`config.mk`:
```
export PLATFORM = sky130hd
export DESIGN_NAME = cmns_queue
export DESIGN_NICKNAME = d
export VERILOG_FILES = /design/src/design/cmns_pkg.sv /design/src/design/cmns_queue.sv
export SDC_FILE = /design/constraint.sdc
export NUM_CORES = 1
export LEC_CHECK = 0
export BUFFER_PORTS_ARGS = -buffer_cell sky130_fd_sc_hd__buf_4
export CAP_MARGIN = 25
export CORE_UTILIZATION = 46
export DETAILED_ROUTE_END_ITERATION = 7
export MAX_ROUTING_LAYER = met4
export PLACE_DENSITY = 0.73
export SYNTH_ARGS = -nofsm -noshare
export SYNTH_HDL_FRONTEND = slang
export SYNTH_SLANG_ARGS = --single-unit
```
`constraint.sdc`:
```
create_clock -name i_clk -period 12.1 [get_ports i_clk]
set_clock_uncertainty 0.2 [all_clocks]
set_input_delay 1.815 -clock i_clk [delete_from_list [all_inputs] [get_ports i_clk]]
set_output_delay 1.815 -clock i_clk [all_outputs]
set_load 0.05 [all_outputs]
```
`src/design/cmns_pkg.sv`:
```
// Shared types and constants of the contact map neighbour search block.
// Used by every module of the design folder; depends on nothing else.
package cmns_pkg;

    // Field widths of the stream words and of the configuration registers.
    localparam int IDX_W     = 6;
    localparam int COORD_W   = 20;
    localparam int CHAIN_W   = 8;
    localparam int RES_W     = 16;
    localparam int DSQ_W     = 42;
    localparam int CNT_W     = 7;
    localparam int CFG_IDX_W = 1;

    // Internal arithmetic widths.
    localparam int DIFF_W    = COORD_W + 1;   // coordinate difference
    localparam int SQ_W      = 2 * COORD_W + 1; // one squared difference
    localparam int RDIFF_W   = RES_W + 1;     // residue difference
    localparam int IDX_EXT_W = 13;            // holds any slot count up to 4096

    // Input word layout, lowest bit first.
    localparam int IN_TDATA_W   = 96;
    localparam int IN_IDX_LSB   = 0;
    localparam int IN_X_LSB     = IN_IDX_LSB + IDX_W;
    localparam int IN_Y_LSB     = IN_X_LSB + COORD_W;
    localparam int IN_Z_LSB     = IN_Y_LSB + COORD_W;
    localparam int IN_CHAIN_LSB = IN_Z_LSB + COORD_W;
    localparam int IN_RES_LSB   = IN_CHAIN_LSB + CHAIN_W;

    // Output word layout, lowest bit first.
    localparam int OUT_TDATA_W = 48;
    localparam int OUT_IDX_LSB = 0;
    localparam int OUT_DSQ_LSB = OUT_IDX_LSB + IDX_W;

    // Operation codes carried in the input tuser.
    localparam logic OP_LOAD  = 1'b0;
    localparam logic OP_QUERY = 1'b1;

    // Configuration register indexes.
    localparam logic [CFG_IDX_W-1:0] CFG_THRESHOLD_SQ = 1'b0;
    localparam logic [CFG_IDX_W-1:0] CFG_ATOM_COUNT   = 1'b1;

    // One stored atom.
    typedef struct packed {
        logic [COORD_W-1:0] x;
        logic [COORD_W-1:0] y;
        logic [COORD_W-1:0] z;
        logic [CHAIN_W-1:0] chain;
        logic [RES_W-1:0]   res;
    } t_atom;

    // A classified command passed from the front end to the back end.
    typedef struct packed {
        logic             op;
        logic             idx_ok;
        logic [IDX_W-1:0] idx;
        t_atom            atom;
    } t_cmd;

    // Queue status seen by both ends.
    typedef struct packed {
        logic full;
        logic empty;
    } t_qstat;

endpackage

```
`src/design/cmns_queue.sv`:
```
// Two-entry command queue between the front and back ends.
// Depends on cmns_pkg.
module cmns_queue (
    input  logic             i_clk,
    input  logic             i_rst_n,
    input  logic             i_push,
    input  cmns_pkg::t_cmd   i_cmd,
    input  logic             i_pop,
    output cmns_pkg::t_cmd   o_cmd,
    output cmns_pkg::t_qstat o_qstat
);

    cmns_pkg::t_cmd r_mem [2];
    logic           r_wr_ptr;
    logic           r_rd_ptr;
    logic [1:0]     r_count;
    logic           w_push;
    logic           w_pop;

    assign o_qstat.full  = r_count == 2'd2;
    assign o_qstat.empty = r_count == 2'd0;
    assign w_push        = i_push && !o_qstat.full;
    assign w_pop         = i_pop && !o_qstat.empty;
    assign o_cmd         = r_mem[r_rd_ptr];

    always_ff @(posedge i_clk) begin
        if (!i_rst_n) begin
            r_wr_ptr <= 1'b0;
            r_rd_ptr <= 1'b0;
            r_count  <= 2'd0;
        end else begin
            if (w_push) begin
                r_wr_ptr <= !r_wr_ptr;
            end
            if (w_pop) begin
                r_rd_ptr <= !r_rd_ptr;
            end
            if (w_push && !w_pop) begin
                r_count <= r_count + 2'd1;
            end else if (w_pop && !w_push) begin
                r_count <= r_count - 2'd1;
            end
        end
    end

    always_ff @(posedge i_clk) begin
        if (w_push) begin
            r_mem[r_wr_ptr] <= i_cmd;
        end
    end

endmodule

```
==> results.sh <==
export IMPL_overflow=0
export IMPL_antenna_cells=0
export IMPL_grt_max_degree=66
export IMPL_wire_per_inst_microns=17.1
export IMPL_cts_root_buffer="clkbuf_16"
export IMPL_track_usage_pct=16.7
export IMPL_crit_path_end="o_cmd[11]"
export IMPL_rr_endpoint="r_mem[1][1]$_DFFE_PP_"
export IMPL_cts_hold_buffers_added=0
export IMPL_io_pins=190
export IMPL_via_count=3467
export IMPL_gp_congestion=0.693
export IMPL_clk_latency_ps=420
export IMPL_max_freq_mhz=223
export IMPL_critPathKind="reg2out"
export IMPL_synth_nets=408
export IMPL_dieArea_sq_um=15500
export IMPL_synth_area_sq_um=6900
export IMPL_cts_tree="built"
export IMPL_die_w_microns=124
export IMPL_cts_sinks=189
export IMPL_top_layer_used="met4"
export IMPL_drv_cap=0
export IMPL_hold_path_class="reg2reg"
export IMPL_maxSlewHeadroom_pct=40.4
export IMPL_wl_met2_mm=6.20
export IMPL_die_height_microns=124
export IMPL_synthCells=311
export IMPL_finalCriticalPeriod_ps=4490
export IMPL_drive_gt1_share_pct=44.8
export IMPL_cts_buffers=17
export IMPL_whs_ps=341
export IMPL_synth_cell_type_count=23
export IMPL_setup_violations_final=0
export IMPL_final_setup_tns_ps=0
export IMPL_synth_yosys_seq_area_share_pct=81.6
export IMPL_critPathLaunchType="register"
export IMPL_syn_area_per_cell_sq_um=22.2
export IMPL_postCtsSetupRepairBufs=0
export IMPL_worstRegToRegCells=3
export IMPL_grt_pass1_wl_mm=19.0
export IMPL_maxSlewViolCount=0
export IMPL_power_leakage_nw=3.36
export IMPL_wl_met1_mm=5.04
export IMPL_worst_ep_required_time_ps=10090
export IMPL_coreArea_sq_um=14600
export IMPL_rows=44
export IMPL_p_per_area_nw_per_um2=237
export IMPL_first_global_vias=3792
export IMPL_ff2ff_setup_slack_ps=9620
export IMPL_clkTransAtPathRegs_ps=70
export IMPL_synthToLayoutAreaGrowth_pct=30.8
export IMPL_clockBufferDepth=2
export IMPL_hpwlAfterDp_mm=7.82
export IMPL_ys_warn_count=0
export IMPL_drt_vias_per_instance=4.89
export IMPL_utilization_pct=61.8
export IMPL_tightest_slew_ps=894
export IMPL_reg2reg_from="r_count[0]$_SDFFE_PN0P_"
export IMPL_final_fill_count=1045
export IMPL_first_pass_iters=4
export IMPL_drc_errors=0
export IMPL_port_buffers=189
export IMPL_ctsResizeCount=0
export IMPL_finalHoldViolCount=0
export IMPL_peakVddDrop_mv=0.144
export IMPL_drt_iter0_drc=212
export IMPL_h_tree_depth=4
export IMPL_cp_max_fo=65
export IMPL_cp_end_kind="output port"
export IMPL_nets=610
export IMPL_drtAntennaViolNets=0
export IMPL_critPathArrivalTime_ps=2470
export IMPL_ys_ff_latch=189
export IMPL_antenna_found_initial=0
export IMPL_outcome="completed"
export IMPL_finalWirelength_mm=12.1
export IMPL_initial_core_util_pct=47.3
export IMPL_dr_wl_met3_microns=730
export IMPL_timing_final_crit_share_pct=37.1
export IMPL_rsz0062_at_grt="no"
-- critical path: stages (launching register included) --
cell and delay [ps]:
dfxtp_4 590, buf_4 740, mux2_1 420, buf_4 200
-- cells in the final DEF (no fill, tap or decap), drive strengths merged --
master / count
or3: 1
edfxtp: 184
o21a: 1
bufinv: 1
mux2: 92
nor3: 1
inv: 3
nand2b: 1
clkbuf: 19
dfxtp: 5
xnor2: 2
clkinv: 6
and2: 3
ha: 1
and3: 1
buf: 193
clkinvlp: 4
xor2: 1
o21ai: 2
a21boi: 2
nor2: 2
-- stage by stage --
step | cells | total power (W) | cell area, sq um | worst slack, ps
global route | 709 | 0.00222 | 9020 | 7500
finish | 709 | 0.00214 | 9020 | 7610
detailed placement | 678 | 0.00166 | 8490 | 8050
CTS | 709 | 0.00216 | 9020 | 7590
global placement | 678 | 0.00165 | 8490 | 8060
floorplan | 311 | 0.00144 | 6900 | 5910
-- cells in the mapped netlist --
cell type  instances  area [sq um]
o21ai_1            1          5.00
buf_6              8          90.1
buf_4              1          7.51
xor2_1             1          8.76
inv_2              1          3.75
nor3_2             1          10.0
mux2_1            80           901
and2_1             3          18.8
o21ai_0            1          5.00
inv_1              1          3.75
a21boi_1           1          7.51
o21a_1             1          7.51
or3_1              1          6.26
buf_2              1          5.00
and3_1             1          6.26
ha_1               1          12.5
nand2b_1           1          6.26
edfxtp_1         184          5530
nor2_1             2          7.51
a21boi_0           1          7.51
dfxtp_1            5           100
mux2_2            12           135
xnor2_1            2          17.5
-- worst min-delay path by stage --
stage	start	depth (start not counted)	slack (ps)	endpoint
finish	r_count[1]$_SDFFE_PN0P_	2	340	r_count[1]$_SDFFE_PN0P_
global route	r_count[1]$_SDFFE_PN0P_	2	360	r_count[1]$_SDFFE_PN0P_
CTS	r_count[1]$_SDFFE_PN0P_	2	340	r_count[1]$_SDFFE_PN0P_
detailed placement	r_count[1]$_SDFFE_PN0P_	2	340	r_count[1]$_SDFFE_PN0P_
global placement	r_count[1]$_SDFFE_PN0P_	2	300	r_count[1]$_SDFFE_PN0P_
floorplan	r_count[1]$_SDFFE_PN0P_	2	280	r_count[1]$_SDFFE_PN0P_
-- per-layer routing --
layer,track usage (%),vias to the layer above
met1,19.3,1690
met3,5.50,18
met4,6.80,0
li1,-,1631
met5,-,-
met2,26.9,128
-- where the power goes --
group / internal (W) / switching (W)
clock network: 0.000280 / 0.000223
registers: 0.000823 / 0.0000325
logic: 0.000242 / 0.000539
total: 0.00135 / 0.000795
-- flip-flops by register name, indices dropped and copies added (netlist names), named ones only --
register and count:
r_rd_ptr 1, r_mem 184, r_count 2, r_wr_ptr 1
-- final cells by class --
type,instances,area [sq um],share of cell area (%)
Sequential cell,189,5630,62.4
Inverter,2,7.51,0.0832
Timing Repair Buffer,193,1450,16.1
Multi-Input combinational cell,110,1170,13.0
Clock buffer,19,433,4.80
Tap cell,184,230,2.55
Clock inverter,12,98.8,1.10
-- logic make-up after synthesis --
kind of cell,share of synthesized area (%)
flops,81.6
mux,15.0
buf+inv,1.60
simple gates,0.798
compound gates,0.472
xor+xnor,0.381
fa+ha+maj,0.181
No activity file was read; power rests on OpenSTA's default activity.
