[src/design/cmns_pkg.sv]
// Shared types and constants of the contact map neighbour search block.
// Used by every module of the design folder; depends on nothing else.
package cmns_pkg;

    // Field widths of the stream words and of the configuration registers.
    localparam int IDX_W     = 6;
    localparam int COORD_W   = 20;
    localparam int CHAIN_W   = 8;
    localparam int RES_W     = 16;
    localparam int DSQ_W     = 42;
    localparam int CNT_W     = 7;
    localparam int CFG_IDX_W = 1;

    // Internal arithmetic widths.
    localparam int DIFF_W    = COORD_W + 1;   // coordinate difference
    localparam int SQ_W      = 2 * COORD_W + 1; // one squared difference
    localparam int RDIFF_W   = RES_W + 1;     // residue difference
    localparam int IDX_EXT_W = 13;            // holds any slot count up to 4096

    // Input word layout, lowest bit first.
    localparam int IN_TDATA_W   = 96;
    localparam int IN_IDX_LSB   = 0;
    localparam int IN_X_LSB     = IN_IDX_LSB + IDX_W;
    localparam int IN_Y_LSB     = IN_X_LSB + COORD_W;
    localparam int IN_Z_LSB     = IN_Y_LSB + COORD_W;
    localparam int IN_CHAIN_LSB = IN_Z_LSB + COORD_W;
    localparam int IN_RES_LSB   = IN_CHAIN_LSB + CHAIN_W;

    // Output word layout, lowest bit first.
    localparam int OUT_TDATA_W = 48;
    localparam int OUT_IDX_LSB = 0;
    localparam int OUT_DSQ_LSB = OUT_IDX_LSB + IDX_W;

    // Operation codes carried in the input tuser.
    localparam logic OP_LOAD  = 1'b0;
    localparam logic OP_QUERY = 1'b1;

    // Configuration register indexes.
    localparam logic [CFG_IDX_W-1:0] CFG_THRESHOLD_SQ = 1'b0;
    localparam logic [CFG_IDX_W-1:0] CFG_ATOM_COUNT   = 1'b1;

    // One stored atom.
    typedef struct packed {
        logic [COORD_W-1:0] x;
        logic [COORD_W-1:0] y;
        logic [COORD_W-1:0] z;
        logic [CHAIN_W-1:0] chain;
        logic [RES_W-1:0]   res;
    } t_atom;

    // A classified command passed from the front end to the back end.
    typedef struct packed {
        logic             op;
        logic             idx_ok;
        logic [IDX_W-1:0] idx;
        t_atom            atom;
    } t_cmd;

    // Queue status seen by both ends.
    typedef struct packed {
        logic full;
        logic empty;
    } t_qstat;

endpackage

[src/design/cmns_front.sv]
// Front end: takes input words, unpacks and classifies them into commands.
// Depends on cmns_pkg; feeds cmns_queue.
module cmns_front #(
    parameter int MAX_ATOMS = 64
) (
    input  logic                             i_clk,
    input  logic                             i_rst_n,
    input  logic                             s_axis_tvalid,
    output logic                             s_axis_tready,
    input  logic [cmns_pkg::IN_TDATA_W-1:0]  s_axis_tdata,
    input  logic                             s_axis_tuser,
    output logic                             o_push,
    output cmns_pkg::t_cmd                   o_cmd,
    input  cmns_pkg::t_qstat                 i_qstat
);

    logic           r_valid;
    cmns_pkg::t_cmd r_cmd;
    cmns_pkg::t_cmd n_cmd;
    logic [cmns_pkg::IDX_EXT_W-1:0] w_idx_ext;

    assign o_push        = r_valid && !i_qstat.full;
    assign s_axis_tready = !r_valid || !i_qstat.full;
    assign o_cmd         = r_cmd;

    always_comb begin
        w_idx_ext = {{(cmns_pkg::IDX_EXT_W - cmns_pkg::IDX_W){1'b0}},
                     s_axis_tdata[cmns_pkg::IN_IDX_LSB +: cmns_pkg::IDX_W]};
        n_cmd.op         = s_axis_tuser;
        n_cmd.idx        = s_axis_tdata[cmns_pkg::IN_IDX_LSB +: cmns_pkg::IDX_W];
        // Slots beyond the store are dropped on load and answer empty on query.
        n_cmd.idx_ok     = w_idx_ext < cmns_pkg::IDX_EXT_W'(MAX_ATOMS);
        n_cmd.atom.x     = s_axis_tdata[cmns_pkg::IN_X_LSB +: cmns_pkg::COORD_W];
        n_cmd.atom.y     = s_axis_tdata[cmns_pkg::IN_Y_LSB +: cmns_pkg::COORD_W];
        n_cmd.atom.z     = s_axis_tdata[cmns_pkg::IN_Z_LSB +: cmns_pkg::COORD_W];
        n_cmd.atom.chain = s_axis_tdata[cmns_pkg::IN_CHAIN_LSB +: cmns_pkg::CHAIN_W];
        n_cmd.atom.res   = s_axis_tdata[cmns_pkg::IN_RES_LSB +: cmns_pkg::RES_W];
    end

    always_ff @(posedge i_clk) begin
        if (!i_rst_n) begin
            r_valid <= 1'b0;
        end else if (s_axis_tvalid && s_axis_tready) begin
            r_valid <= 1'b1;
        end else if (o_push) begin
            r_valid <= 1'b0;
        end
    end

    always_ff @(posedge i_clk) begin
        if (s_axis_tvalid && s_axis_tready) begin
            r_cmd <= n_cmd;
        end
    end

endmodule

[config.mk]
export PLATFORM = sky130hd
export DESIGN_NAME = cmns_front
export DESIGN_NICKNAME = d
export VERILOG_FILES = /design/src/design/cmns_pkg.sv /design/src/design/cmns_front.sv
export SDC_FILE = /design/constraint.sdc
export NUM_CORES = 1
export LEC_CHECK = 0
export ABC_AREA = 1
export BUFFER_PORTS_ARGS = -buffer_cell sky130_fd_sc_hd__buf_4
export CORE_MARGIN = 1
export CORE_UTILIZATION = 40
export CTS_CLUSTER_SIZE = 25
export DETAILED_ROUTE_END_ITERATION = 6
export PLACE_DENSITY = 0.78
export SLEW_MARGIN = 20
export SYNTH_ARGS = -nofsm -noshare
export SYNTH_HDL_FRONTEND = slang
export SYNTH_SLANG_ARGS = --single-unit
[constraint.sdc]
create_clock -name i_clk -period 7.63 [get_ports i_clk]
set_input_delay 0.3815 -clock i_clk [delete_from_list [all_inputs] [get_ports i_clk]]
set_output_delay 0.3815 -clock i_clk [all_outputs]
set_load 0.01 [all_outputs]
==> flow_summary.yaml <==
global_route:
  grt_max_degree: 46
  grt_overflow: 0
  grtUsageTotal_pct: 17.3
  antenna_found_initial: 0
  grt_pass1_wl_um: 8980
  grt_pass1_vias: 1860
flow_run:
  cap_viol_max_count: 0
synthesis:
  synthTopCellsByArea: "edfxtp_1 (98%), dfxtp_1 (0.72%), inv_1 (0.40%)"
  syn_nets: 203
  synth_top_area_share_pct: 97.6
  yosysSeqAreaShare_pct: 98.3
  synth.largest_area_cell: "edfxtp_1"
  synthCells: 101
  synth_cell_types: 9
  syn-cell-area_um2: 2800
  ys_warn_count: 0
  ys_ff_latch: 92
  avgSynthCellArea_um2: 27.7
clock_network:
  htreeDepth: 3
  cts_root_buf: "clkbuf_8"
  numClockSinks: 92
  cts_resized: 0
  insertion_delay_ps: 340
  cts_tree: "yes"
  cts_hold_buffers: 0
  cts_buffers: 9
  clock_path_buffers: 2
  cts_setup_buffers: 0
  clkTransAtPathRegs_ps: 90
final_layout:
  fin_nets: 402
  diodes: 0
  fin_util_pct: 67.1
  synthToLayoutAreaGrowth_pct: 62.8
  drive_above_1_share_pct: 67.5
power:
  pwr-share-clk_pct: 32.8
  powerDensity_nw_per_um2: 231
  power_switching_uw: 216
  irDropWorstVdd_uv: 140
  p_int_uw: 837
  p_leak_nw: 1.92
  combPwrFrac_pct: 10.4
  switching_share_pct: 20.5
  p_seq_share_pct: 56.8
run_status:
  status: "completed"
floorplanning:
  start_util_pct: 41.2
  boundaryPins: 196
  die_x_um: 85.7
  core_um2: 6790
  die-area_um2: 7340
  rows: 30
  die_h_um: 85.7
route:
  dr.pass1.iters: 3
  wl_um: 6260
  ant_nets: 0
  drc_errors: 0
  routedWlPerCell_um: 15.6
  drt-initial-drc-count: 46
  routed_via_density: 4.31
  vias: 1727
critical_path:
  startpoint_type: "flop"
  regToRegStartpoint: "r_valid$_SDFFE_PN0P_"
  r2r-end: "o_cmd[19]$_DFFE_PP_"
  arrival_ps: 1730
  reg2reg_slack_ps: 5880
  critPathCaptureType: "flop"
  rr_worst_depth: 2
  timing_worst_setup_path_type: "flop to flop"
  crit_start: "r_valid$_SDFFE_PN0P_"
  cp.required_ps: 7610
  worstSetupEndpoint: "o_cmd[19]$_DFFE_PP_"
  cp_max_fo: 45
timing:
  worstMarginPinSlew_ps: 549
  post-route-period-util_pct: 22.9
  rsz0062_at_grt: "no"
  fin_skew_ps: 11.3
  drv_slew: 0
  fmax_mhz: 573
  slew_headroom_pct: 63.4
  tns_ps: 0
  finalSetupViolations: 0
  finalHoldViolCount: 0
  final.min_clock_period_ps: 1750
place:
  routabilityCongestion: 0.745
  port_buffers: 187
  dp_hpwl_um: 4780
min_path:
  min_path_type: "input pin to flop"
registers in the layout, summed over array words and instances (netlist names):
signal,count
o_cmd,91
r_valid,1
cell usage in the layout (no fill, tap or decap):
cell type	instances
clkinv_1	2
dfxtp_1	1
clkbuf_8	9
edfxtp_1	91
bufinv_16	2
a21oi_4	1
nor2_1	1
clkinv_4	1
buf_4	189
nand2_2	1
clkinvlp_4	2
inv_1	3
conb_1	1
a21oi_2	1
power groups by stage:
stage	clock, mW	combinational [mW]	sequential, mW
detailed placement	0	0.111	0.610
CTS	0.354	0.111	0.599
global route	0.373	0.117	0.601
floorplan	0	0.0106	0.630
global placement	0	0.108	0.609
finish	0.346	0.109	0.598
worst min path at each step:
stage,from,to,cells after the start
after floorplan,s_axis_tdata[74],o_cmd[0]$_DFFE_PP_,0
after global placement,r_valid$_SDFFE_PN0P_,r_valid$_SDFFE_PN0P_,2
after detailed placement,r_valid$_SDFFE_PN0P_,r_valid$_SDFFE_PN0P_,2
after CTS,s_axis_tdata[2],o_cmd[86]$_DFFE_PP_,1
after global routing,s_axis_tdata[43],o_cmd[61]$_DFFE_PP_,1
final,s_axis_tdata[5],o_cmd[89]$_DFFE_PP_,1
synthesized netlist by cell type (all sizes together):
| master | count |
|---|---|
| a21oi | 2 |
| buf | 1 |
| conb | 1 |
| dfxtp | 1 |
| edfxtp | 91 |
| inv | 3 |
| nand2 | 1 |
| nor2 | 1 |
layout make-up:
type	count	area, um2
clock buffers	9	124
clock inverters	7	91.3
fillers	492	2240
inverters	3	11.3
multi-input cells	5	38.8
flip-flops and latches	92	2750
well taps	96	120
repair buffers	189	1420
worst max-delay path, cell delays in order (launching register included):
cell	delay [ps]
dfxtp_1	360
a21oi_4	450
buf_4	560
kinds of logic after synthesis:
group	Yosys count	synth area share (%)
AOI/OAI and AO/OA	2	0.492
DFF	92	98.3
and+or+nand+nor	2	0.358
other	1	0.134
buffers and inverters	4	0.671
metrics by stage:
stage          cells  worst slack (ps)  total power [mW]  hold slack [ps]  instance area, um2
2_1_floorplan    101              2220             0.640              480                2800
3_3_place_gp     385              5730             0.717              506                4340
3_5_place_dp     385              5700             0.721              519                4340
4_1_cts          401              5860              1.06              187                4560
5_1_grt          401              5760              1.09              179                4560
6_report         401              5880              1.05              208                4560
routing by layer:
layer  share of wire [%]  up-vias  global-route usage, %  wire length, um
li1                    -      793                      -                -
met1                  32      819                   16.2             1980
met2                  53      102                   30.0             3350
met3                  12       13                   9.62              777
met4                 2.4        0                   8.94              148
met5                   0        -                      0                0
(Power assumes the default switching activity.)
